===== config.mk =====
export PLATFORM = sky130hd
export DESIGN_NAME = stepper_move_queue_executor_unit
export DESIGN_NICKNAME = d
export VERILOG_FILES = /design/src/rtl/smqe_pkg.sv /design/src/rtl/smqe_entry_ram.sv /design/src/rtl/smqe_period.sv /design/src/rtl/stepper_move_queue_executor_unit.sv
export SDC_FILE = /design/constraint.sdc
export NUM_CORES = 2
export LEC_CHECK = 0
export ABC_AREA = 0
export BUFFER_PORTS_ARGS = -buffer_cell sky130_fd_sc_hd__buf_2
export CAP_MARGIN = 25
export CORE_AREA = 3 3 505 507
export CTS_BUF_LIST = sky130_fd_sc_hd__clkbuf_8
export DETAILED_ROUTE_END_ITERATION = 16
export DIE_AREA = 0 0 508 510
export PLACE_DENSITY = 0.63
export REMOVE_ABC_BUFFERS = 1
export SYNTH_ARGS = -nofsm -noshare
export SYNTH_HDL_FRONTEND = slang
export SYNTH_SLANG_ARGS = --single-unit

===== constraint.sdc =====
create_clock -name i_clk -period 14.9 [get_ports i_clk]
set_clock_uncertainty 0.05 [all_clocks]
set_input_delay 0.745 -clock i_clk [delete_from_list [all_inputs] [get_ports i_clk]]
set_output_delay 0.745 -clock i_clk [all_outputs]
set_load 0.005 [all_outputs]

===== src/rtl/smqe_pkg.sv =====
`default_nettype none

package smqe_pkg;

    localparam int QUEUE_DEPTH     = 16;
    localparam int STEP_COUNT_BITS = 16;
    localparam int NUM_AXES        = 4;
    localparam int SLOT_BITS       = $clog2(QUEUE_DEPTH);
    localparam int AXIS_BITS       = 2;
    localparam int KIND_BITS       = 2;
    localparam int FIELD_BITS      = 16;
    localparam int DELAY_BITS      = 16;
    localparam int PERIOD_BITS     = 16;
    localparam int TICKS_BITS      = 8;
    localparam int POL_BITS        = 4;
    localparam int MOVE_INDEX_BITS = 4;
    localparam int CFG_INDEX_BITS  = 1;
    localparam int CFG_DATA_BITS   = 8;

    typedef logic [SLOT_BITS-1:0]       t_slot;
    typedef logic [STEP_COUNT_BITS-1:0] t_step_cnt;
    typedef logic [DELAY_BITS-1:0]      t_delay;
    typedef logic [PERIOD_BITS-1:0]     t_period;
    typedef logic [AXIS_BITS-1:0]       t_axis;
    typedef logic [KIND_BITS-1:0]       t_kind;
    typedef logic [TICKS_BITS-1:0]      t_ticks;
    typedef logic [POL_BITS-1:0]        t_pol;
    typedef logic [CFG_INDEX_BITS-1:0]  t_cfg_index;
    typedef logic [CFG_DATA_BITS-1:0]   t_cfg_data;

    localparam t_kind KIND_PUSH  = 2'd0;
    localparam t_kind KIND_TICK  = 2'd1;
    localparam t_kind KIND_START = 2'd2;

    localparam t_cfg_index CFG_POLARITY = 1'd0;
    localparam t_cfg_index CFG_TICKS    = 1'd1;

    localparam t_ticks TICKS_RESET = 8'd6;

    typedef struct packed {
        logic [NUM_AXES-1:0] fwd;
        logic                stop;
        logic                occ;
    } t_flags;

    typedef struct packed {
        t_flags                   flags;
        t_step_cnt [NUM_AXES-1:0] steps;
        t_delay    [NUM_AXES-1:0] delays;
    } t_entry;

    typedef struct packed {
        logic  we;
        t_slot waddr;
        t_entry wdata;
        logic  re;
        t_slot raddr;
    } t_ram_req;

    typedef struct packed {
        t_kind                  kind;
        t_axis                  axis;
        logic [FIELD_BITS-1:0]  steps_x;
        logic [FIELD_BITS-1:0]  steps_y;
        logic [FIELD_BITS-1:0]  steps_z;
        logic [FIELD_BITS-1:0]  steps_e;
        logic [NUM_AXES-1:0]    dir_positive_mask;
        t_delay                 delay_x;
        t_delay                 delay_y;
        t_delay                 delay_z;
        t_delay                 delay_e;
        logic                   stop_motors_after;
    } t_in_item;

    typedef struct packed {
        logic                       step_valid;
        t_axis                      step_axis;
        logic                       step_dir;
        logic                       advanced;
        logic [MOVE_INDEX_BITS-1:0] move_index;
        logic [NUM_AXES-1:0]        reload_mask;
        t_period                    period_x;
        t_period                    period_y;
        t_period                    period_z;
        t_period                    period_e;
        logic                       motors_enabled;
        logic                       push_accepted;
    } t_out_item;

    typedef enum logic [2:0] {
        S_IDLE,
        S_EXEC,
        S_NEXT,
        S_RELOAD,
        S_OUT
    } t_state;

    function automatic t_slot next_slot(input t_slot s);
        if (s == t_slot'(QUEUE_DEPTH - 1)) begin
            return '0;
        end
        return t_slot'(s + 1'b1);
    endfunction

endpackage

`default_nettype wire


===== src/rtl/smqe_entry_ram.sv =====
`default_nettype none

module smqe_entry_ram (
    input  wire logic              i_clk,
    input  wire logic              i_rst_n,
    input  wire smqe_pkg::t_ram_req i_req,
    output smqe_pkg::t_entry       o_rdata
);

    logic [smqe_pkg::QUEUE_DEPTH-1:0] r_valid;
    smqe_pkg::t_entry                 r_mem [smqe_pkg::QUEUE_DEPTH];
    smqe_pkg::t_entry                 r_rdata;
    logic                             r_rvalid;

    always_ff @(posedge i_clk) begin
        if (!i_rst_n) begin
            r_valid  <= '0;
            r_rvalid <= 1'b0;
        end else begin
            if (i_req.we) begin
                r_valid[i_req.waddr] <= 1'b1;
            end
            if (i_req.re) begin
                r_rvalid <= r_valid[i_req.raddr];
            end
        end
    end

    always_ff @(posedge i_clk) begin
        if (i_req.we) begin
            r_mem[i_req.waddr] <= i_req.wdata;
        end
        if (i_req.re) begin
            r_rdata <= r_mem[i_req.raddr];
        end
    end

    assign o_rdata = r_rvalid ? r_rdata : '0;

endmodule

`default_nettype wire


===== src/rtl/smqe_period.sv =====
`default_nettype none

module smqe_period (
    input  wire logic                                    i_clk,
    input  wire logic                                    i_load,
    input  wire smqe_pkg::t_delay [smqe_pkg::NUM_AXES-1:0] i_delays,
    input  wire smqe_pkg::t_ticks                        i_ticks,
    output smqe_pkg::t_period [smqe_pkg::NUM_AXES-1:0]   o_periods,
    output logic [smqe_pkg::NUM_AXES-1:0]                o_mask
);

    localparam int PROD_BITS = smqe_pkg::DELAY_BITS + smqe_pkg::TICKS_BITS;

    logic [PROD_BITS-1:0]                            prod [smqe_pkg::NUM_AXES];
    smqe_pkg::t_period [smqe_pkg::NUM_AXES-1:0]      n_periods;
    logic [smqe_pkg::NUM_AXES-1:0]                   n_mask;
    smqe_pkg::t_period [smqe_pkg::NUM_AXES-1:0]      r_periods;
    logic [smqe_pkg::NUM_AXES-1:0]                   r_mask;

    always_comb begin
        for (int a = 0; a < smqe_pkg::NUM_AXES; a++) begin
            prod[a]      = PROD_BITS'(i_delays[a]) * PROD_BITS'(i_ticks);
            n_periods[a] = prod[a][smqe_pkg::PERIOD_BITS-1:0];
            n_mask[a]    = (i_delays[a] != '0);
        end
    end

    always_ff @(posedge i_clk) begin
        if (i_load) begin
            r_periods <= n_periods;
            r_mask    <= n_mask;
        end
    end

    assign o_periods = r_periods;
    assign o_mask    = r_mask;

endmodule

`default_nettype wire


===== src/rtl/stepper_move_queue_executor_unit.sv =====
`default_nettype none

// One item is taken at a time. A push, an ignored item or a start while running goes
// straight to its result; a tick or first start reads the running entry first. Results
// appear as the next item can be taken. The longest tick frees its entry and reloads the
// periods of an occupied successor. A result held by the receiver stalls the next item at
// its end. The entry memory has one read and one write port with a registered read.
// Synchronous active-low reset empties the queue and stops the executor at once.
module stepper_move_queue_executor_unit (
    input  wire logic                   i_clk,
    input  wire logic                   i_rst_n,
    input  wire logic                   i_in_valid,
    output logic                        o_in_stall,
    input  wire smqe_pkg::t_in_item     i_in_data,
    output logic                        o_out_valid,
    input  wire logic                   i_out_stall,
    output smqe_pkg::t_out_item         o_out_data,
    input  wire logic                   i_cfg_we,
    input  wire smqe_pkg::t_cfg_index   i_cfg_index,
    input  wire smqe_pkg::t_cfg_data    i_cfg_data
);

    smqe_pkg::t_state    r_state;
    smqe_pkg::t_state    n_state;
    smqe_pkg::t_in_item  r_item;
    smqe_pkg::t_in_item  n_item;
    smqe_pkg::t_slot     r_run_slot;
    smqe_pkg::t_slot     n_run_slot;
    smqe_pkg::t_slot     r_fill_slot;
    smqe_pkg::t_slot     n_fill_slot;
    logic                r_running;
    logic                n_running;
    logic                r_motors_on;
    logic                n_motors_on;
    smqe_pkg::t_pol      r_polarity;
    smqe_pkg::t_ticks    r_ticks;
    smqe_pkg::t_out_item r_res;
    smqe_pkg::t_out_item n_res;
    logic                r_out_valid;
    logic                n_out_valid;
    smqe_pkg::t_out_item r_out;
    smqe_pkg::t_out_item n_out;

    smqe_pkg::t_ram_req  ram_req;
    smqe_pkg::t_entry    ent;
    smqe_pkg::t_entry    push_entry;
    smqe_pkg::t_entry    tick_entry;
    smqe_pkg::t_step_cnt cur_steps;
    smqe_pkg::t_slot     nx_run;
    smqe_pkg::t_slot     nx_fill;
    logic                accept;
    logic                can_step;
    logic                complete;
    logic                out_free;
    logic                period_load;
    smqe_pkg::t_period [smqe_pkg::NUM_AXES-1:0] periods;
    logic [smqe_pkg::NUM_AXES-1:0]              reload_mask;

    smqe_entry_ram u_ram (
        .i_clk   (i_clk),
        .i_rst_n (i_rst_n),
        .i_req   (ram_req),
        .o_rdata (ent)
    );

    smqe_period u_period (
        .i_clk     (i_clk),
        .i_load    (period_load),
        .i_delays  (ent.delays),
        .i_ticks   (r_ticks),
        .o_periods (periods),
        .o_mask    (reload_mask)
    );

    assign o_in_stall  = (r_state != smqe_pkg::S_IDLE);
    assign accept      = i_in_valid && (r_state == smqe_pkg::S_IDLE);
    assign out_free    = !r_out_valid || !i_out_stall;
    assign nx_run      = smqe_pkg::next_slot(r_run_slot);
    assign nx_fill     = smqe_pkg::next_slot(r_fill_slot);
    assign o_out_valid = r_out_valid;
    assign o_out_data  = r_out;

    always_comb begin
        push_entry.flags.fwd  = i_in_data.dir_positive_mask ^ r_polarity;
        push_entry.flags.stop = i_in_data.stop_motors_after;
        push_entry.flags.occ  = 1'b1;
        push_entry.steps[0]   = smqe_pkg::t_step_cnt'(i_in_data.steps_x);
        push_entry.steps[1]   = smqe_pkg::t_step_cnt'(i_in_data.steps_y);
        push_entry.steps[2]   = smqe_pkg::t_step_cnt'(i_in_data.steps_z);
        push_entry.steps[3]   = smqe_pkg::t_step_cnt'(i_in_data.steps_e);
        push_entry.delays[0]  = i_in_data.delay_x;
        push_entry.delays[1]  = i_in_data.delay_y;
        push_entry.delays[2]  = i_in_data.delay_z;
        push_entry.delays[3]  = i_in_data.delay_e;
    end

    always_comb begin
        cur_steps  = ent.steps[r_item.axis];
        can_step   = r_running && (cur_steps != '0);
        tick_entry = ent;
        if (can_step) begin
            tick_entry.steps[r_item.axis] = smqe_pkg::t_step_cnt'(cur_steps - 1'b1);
        end
        complete = (tick_entry.steps == '0);
        if (complete) begin
            tick_entry.flags.occ = 1'b0;
        end
    end

    always_comb begin
        n_state = r_state;
        unique case (r_state)
            smqe_pkg::S_IDLE: begin
                if (accept) begin
                    case (i_in_data.kind)
                        smqe_pkg::KIND_TICK:  n_state = smqe_pkg::S_EXEC;
                        smqe_pkg::KIND_START: begin
                            n_state = r_running ? smqe_pkg::S_OUT : smqe_pkg::S_EXEC;
                        end
                        default:              n_state = smqe_pkg::S_OUT;
                    endcase
                end
            end
            smqe_pkg::S_EXEC: begin
                if (r_item.kind == smqe_pkg::KIND_START) begin
                    n_state = smqe_pkg::S_RELOAD;
                end else if (complete && (nx_run != r_fill_slot)) begin
                    n_state = smqe_pkg::S_NEXT;
                end else begin
                    n_state = smqe_pkg::S_OUT;
                end
            end
            smqe_pkg::S_NEXT: begin
                n_state = ent.flags.occ ? smqe_pkg::S_RELOAD : smqe_pkg::S_OUT;
            end
            smqe_pkg::S_RELOAD: n_state = smqe_pkg::S_OUT;
            smqe_pkg::S_OUT: begin
                if (out_free) begin
                    n_state = smqe_pkg::S_IDLE;
                end
            end
            default: n_state = smqe_pkg::S_IDLE;
        endcase
    end

    always_comb begin
        n_item      = r_item;
        n_run_slot  = r_run_slot;
        n_fill_slot = r_fill_slot;
        n_running   = r_running;
        n_motors_on = r_motors_on;
        n_res       = r_res;
        n_out_valid = r_out_valid && i_out_stall;
        n_out       = r_out;
        period_load = 1'b0;
        ram_req     = '0;
        unique case (r_state)
            smqe_pkg::S_IDLE: begin
                if (accept) begin
                    n_item = i_in_data;
                    n_res  = '0;
                    case (i_in_data.kind)
                        smqe_pkg::KIND_PUSH: begin
                            if (nx_fill != r_run_slot) begin
                                ram_req.we          = 1'b1;
                                ram_req.waddr       = r_fill_slot;
                                ram_req.wdata       = push_entry;
                                n_fill_slot         = nx_fill;
                                n_res.push_accepted = 1'b1;
                            end
                        end
                        smqe_pkg::KIND_TICK: begin
                            ram_req.re    = 1'b1;
                            ram_req.raddr = r_run_slot;
                        end
                        smqe_pkg::KIND_START: begin
                            if (!r_running) begin
                                ram_req.re    = 1'b1;
                                ram_req.raddr = r_run_slot;
                                n_running     = 1'b1;
                                n_motors_on   = 1'b1;
                            end
                        end
                        default: begin
                            n_res = '0;
                        end
                    endcase
                end
            end
            smqe_pkg::S_EXEC: begin
                if (r_item.kind == smqe_pkg::KIND_START) begin
                    period_load = 1'b1;
                end else begin
                    ram_req.we    = 1'b1;
                    ram_req.waddr = r_run_slot;
                    ram_req.wdata = tick_entry;
                    if (can_step) begin
                        n_res.step_valid = 1'b1;
                        n_res.step_axis  = r_item.axis;
                        n_res.step_dir   = ent.flags.fwd[r_item.axis];
                    end
                    if (complete) begin
                        if (ent.flags.stop) begin
                            n_motors_on = 1'b0;
                        end
                        if (nx_run != r_fill_slot) begin
                            n_res.advanced = 1'b1;
                            n_run_slot     = nx_run;
                            ram_req.re     = 1'b1;
                            ram_req.raddr  = nx_run;
                        end
                    end
                end
            end
            smqe_pkg::S_NEXT: begin
                period_load = ent.flags.occ;
            end
            smqe_pkg::S_RELOAD: begin
                n_res.reload_mask = reload_mask;
                n_res.period_x    = periods[0];
                n_res.period_y    = periods[1];
                n_res.period_z    = periods[2];
                n_res.period_e    = periods[3];
            end
            smqe_pkg::S_OUT: begin
                if (out_free) begin
                    n_out_valid          = 1'b1;
                    n_out                = r_res;
                    n_out.move_index     = smqe_pkg::MOVE_INDEX_BITS'(r_run_slot);
                    n_out.motors_enabled = r_motors_on;
                end
            end
            default: begin
                n_res = r_res;
            end
        endcase
    end

    always_ff @(posedge i_clk) begin
        if (!i_rst_n) begin
            r_state     <= smqe_pkg::S_IDLE;
            r_run_slot  <= '0;
            r_fill_slot <= smqe_pkg::next_slot('0);
            r_running   <= 1'b0;
            r_motors_on <= 1'b0;
            r_out_valid <= 1'b0;
            r_polarity  <= '0;
            r_ticks     <= smqe_pkg::TICKS_RESET;
        end else begin
            r_state     <= n_state;
            r_run_slot  <= n_run_slot;
            r_fill_slot <= n_fill_slot;
            r_running   <= n_running;
            r_motors_on <= n_motors_on;
            r_out_valid <= n_out_valid;
            if (i_cfg_we) begin
                unique case (i_cfg_index)
                    smqe_pkg::CFG_POLARITY: r_polarity <= i_cfg_data[smqe_pkg::POL_BITS-1:0];
                    smqe_pkg::CFG_TICKS:    r_ticks    <= i_cfg_data[smqe_pkg::TICKS_BITS-1:0];
                    default:                r_ticks    <= r_ticks;
                endcase
            end
        end
    end

    always_ff @(posedge i_clk) begin
        r_item <= n_item;
        r_res  <= n_res;
        r_out  <= n_out;
    end

`ifndef SYNTHESIS
    a_slots_differ: assert property (@(posedge i_clk) disable iff (!i_rst_n)
        r_run_slot != r_fill_slot)
        else $error("running slot and fill slot coincide");

    a_running_sticks: assert property (@(posedge i_clk) disable iff (!i_rst_n)
        r_running |=> r_running)
        else $error("running flag was cleared");

    a_reload_origin: assert property (@(posedge i_clk) disable iff (!i_rst_n)
        (r_state == smqe_pkg::S_RELOAD) |->
            ($past(r_state) == smqe_pkg::S_EXEC || $past(r_state) == smqe_pkg::S_NEXT))
        else $error("period reload without a preceding entry read");
`endif

endmodule

`default_nettype wire

==> impl_metrics.json <==
{
  "hpwl_um": 169000,
  "seqCellArea_um2": 76000,
  "final-hold-violation-count": 0,
  "period_needed_ns": 9.21,
  "cp.required_ns": 15.74,
  "nets": 8973,
  "maxSlewViolCount": 0,
  "gr-total-overflow": 0,
  "io_buffers": 231,
  "dp_cells": 11400,
  "place_ws_ns": 6.01,
  "multi_input_area_um2": 33400,
  "post_cts.repair.setup_buffers": 0,
  "startpoint": "u_ram.r_rvalid",
  "grtUsageTotal_pct": 23.6,
  "most-common-layout-cells": "2,503 x edfxtp_1, 1,281 x nand2_1, 629 x and2_1, 542 x a211oi_1, 434 x clkbuf_8",
  "dieArea_um2": 259000,
  "power_frac_comb_pct": 3.6,
  "post-route-period-util_pct": 61.8,
  "postRouteWirelength_um": 313000,
  "vias_per_cell": 5.93,
  "antenna_found_initial": 23,
  "num_vias": 72000,
  "drc": 0,
  "swShare_pct": 22.1,
  "ys_seq_elements": 2546,
  "clk_pin_slew_ns": 0.06,
  "crit_type": "reg -> reg",
  "max_freq_ghz": 0.109,
  "arrival_ns": 10.04,
  "final_util_pct": 49.7,
  "hp-start": "i_cfg_we",
  "grt_pass1_vias": 69800,
  "rr_startpoint": "u_ram.r_rvalid",
  "boundaryPins": 232,
  "dr.pass1.iters": 8,
  "fp-row-count": 184,
  "avgRoutedWirePerCell_um": 25.8,
  "fillers": 21500,
  "p_leak_nw": 43.0,
  "outcome": "complete, no violations",
  "synth_ff_type": "edfxtp_1",
  "synth_seq_area_share_pct": 67.3,
  "worst_slack_ns": 5.69,
  "peakVddDrop_uv": 90.9,
  "start_util_pct": 45.0,
  "cts-root-to-sink-buffers": 4,
  "seq_power_share_pct": 56.7,
  "die_x_um": 508,
  "cts_buffers": 417,
  "cts_num_sinks": 2546,
  "intPower_mw": 11.0,
  "maxCapViolCount": 0,
  "yosysWarningCount": 0,
  "p_sw_mw": 3.13,
  "ys_types": 88,
  "drt_iter0_markers": 7881,
  "min_path_cells": 4,
  "ant_nets": 0,
  "postSynthAreaPerCell_um2": 13.5,
  "async_flop_share_pct": 0,
  "hold_class": "in -> reg",
  "layout.cells.non_filler": 12100,
  "postCtsHoldBufs": 15,
  "final_common_cell": "edfxtp_1",
  "crit_path_end_kind": "register",
  "grt_pass1_wl_um": 459000,
  "cts.repair.resized": 0,
  "syn_area_um2": 113000,
  "cts_tree": "done",
  "die_h_um": 510,
  "worstMarginPinSlew_ns": 1.33,
  "grt_max_degree": 233,
  "gp_congestion": 0.880,
  "syn_inst": 8341,
  "worst_hold_slack_ns": 0.152,
  "rsz0062_at_grt": "false",
  "power.density_nw_per_um2": 114,
  "clock-root-buffer": "clkbuf_8",
  "clock_power_share_pct": 39.7,
  "ff2ff_path_depth": 21,
  "core_um2": 251000,
  "drive_gt1_share_pct": 11.0,
  "areaGrowthSynthToFinish_pct": 10.5,
  "synth_edf_count": 2503,
  "clock_latency_ns": 1.15,
  "maxSlewHeadroom_pct": 11.1,
  "ctsHtreeMaxLevel": 5,
  "critPathMaxFanout": 102,
  "startpoint_type": "register",
  "setup_viol": 0
}
-- cell type report --
type / count / share of cell area (%)
well taps: 3348 / 3.36
clock buffers: 434 / 4.79
repair buffers: 376 / 2.06
flip-flops and latches: 2546 / 60.9
inverters: 262 / 0.788
diodes: 11 / 0.0221
multi-input cells: 4877 / 26.8
clock inverters: 281 / 1.27
-- metrics by stage --
step                total power [mW]  TNS [ns]  cell area (um^2)
finish                          14.2         0            125000
global route                    14.6         0            125000
CTS                             14.3         0            125000
detailed placement              8.69         0            117000
global placement                8.68         0            117000
floorplan                       8.49  -6186.71            110000
-- cells in the mapped netlist, drive strengths merged (9+ instances only) --
| library cell | count | area [um^2] |
|---|---|---|
| edfxtp | 2503 | 75200 |
| nand2 | 1282 | 4810 |
| and2 | 632 | 3950 |
| a211oi | 542 | 4070 |
| clkbuf | 476 | 1790 |
| a311oi | 403 | 3530 |
| a21oi | 345 | 1730 |
| inv | 261 | 980 |
| fa | 240 | 4800 |
| and3 | 199 | 1240 |
| buf | 180 | 975 |
| nand3 | 152 | 771 |
| nor3 | 151 | 756 |
| a31oi | 145 | 907 |
| nor2 | 111 | 424 |
| o21ai | 105 | 526 |
| a22o | 104 | 911 |
| ha | 102 | 1280 |
| xnor2 | 85 | 744 |
| dfxtp | 43 | 861 |
| a32o | 29 | 290 |
| xor2 | 27 | 244 |
| mux2i | 26 | 260 |
| mux4 | 18 | 405 |
| nor4 | 15 | 115 |
| or2 | 14 | 87.6 |
| o21bai | 12 | 90.1 |
| a21o | 10 | 75.1 |
| o41ai | 10 | 125 |
| nand2b | 9 | 56.3 |
| nand4 | 9 | 56.3 |
| o211ai | 9 | 67.6 |
-- critical path: stages (launching register included) --
cell and delay [ns]:
dfxtp_4 0.70, clkinv_1 0.56, buf_4 0.39, nor2_1 0.38, inv_1 0.12, ha_1 0.25, o221a_2 0.18, and4b_1 0.23
xor2_1 0.63, a21boi_0 0.42, o221ai_1 0.19, or4_1 0.58, nor2_1 0.44, a31o_4 0.41, buf_4 0.63, buf_4 0.81
buf_4 0.88, and2_1 0.23, a211oi_1 0.05, a311oi_1 0.33, a21oi_1 0.10, a21oi_1 0.22
-- per-layer routing --
metal	part of all wire (%)	global-route usage [%]	vias to the layer above
li1	-	-	31700
met1	41	32.2	36400
met2	47	38.1	3249
met3	8.1	3.94	638
met4	3.7	9.25	4
met5	0.0086	0	-
-- kinds of logic after synthesis --
group | share of synthesized area (%)
simple gates | 11.1
flops | 67.3
fa+ha+maj | 5.39
xor+xnor | 0.875
compound gates | 11.3
buf+inv | 3.32
mux | 0.649
-- registers in the layout, summed over array words and instances (netlist names) --
signal	cells
u_period.o_mask	4
o_out_data	79
r_ticks	8
r_motors_on	1
r_running	1
r_item	4
r_fill_slot	4
u_ram.r_mem	2144
r_state	3
o_out_valid	1
r_run_slot	4
u_ram.r_valid	16
u_period.o_periods	64
u_ram.r_rdata	134
r_res	74
u_ram.r_rvalid	1
r_polarity	4
-- power by group through the flow --
stage | registers, mW | logic, mW | clock network [mW]
floorplan | 8.17 | 0.316 | 0
global placement | 8.18 | 0.498 | 0
detailed placement | 8.18 | 0.505 | 0
CTS | 8.03 | 0.511 | 5.74
global route | 8.04 | 0.550 | 6.06
finish | 8.03 | 0.511 | 5.63
-- path summary, 6_finish.rpt --
kind | endpoint | slack, ns
setup / recovery | u_ram.r_rdata[54] | 5.69
hold / removal | r_polarity[0] | 0.15
setup reg to reg | u_ram.r_rdata[54] | 5.69
hold reg to reg | o_out_data[65] | 0.34
Note: power is estimated with default switching activity, not from simulation.
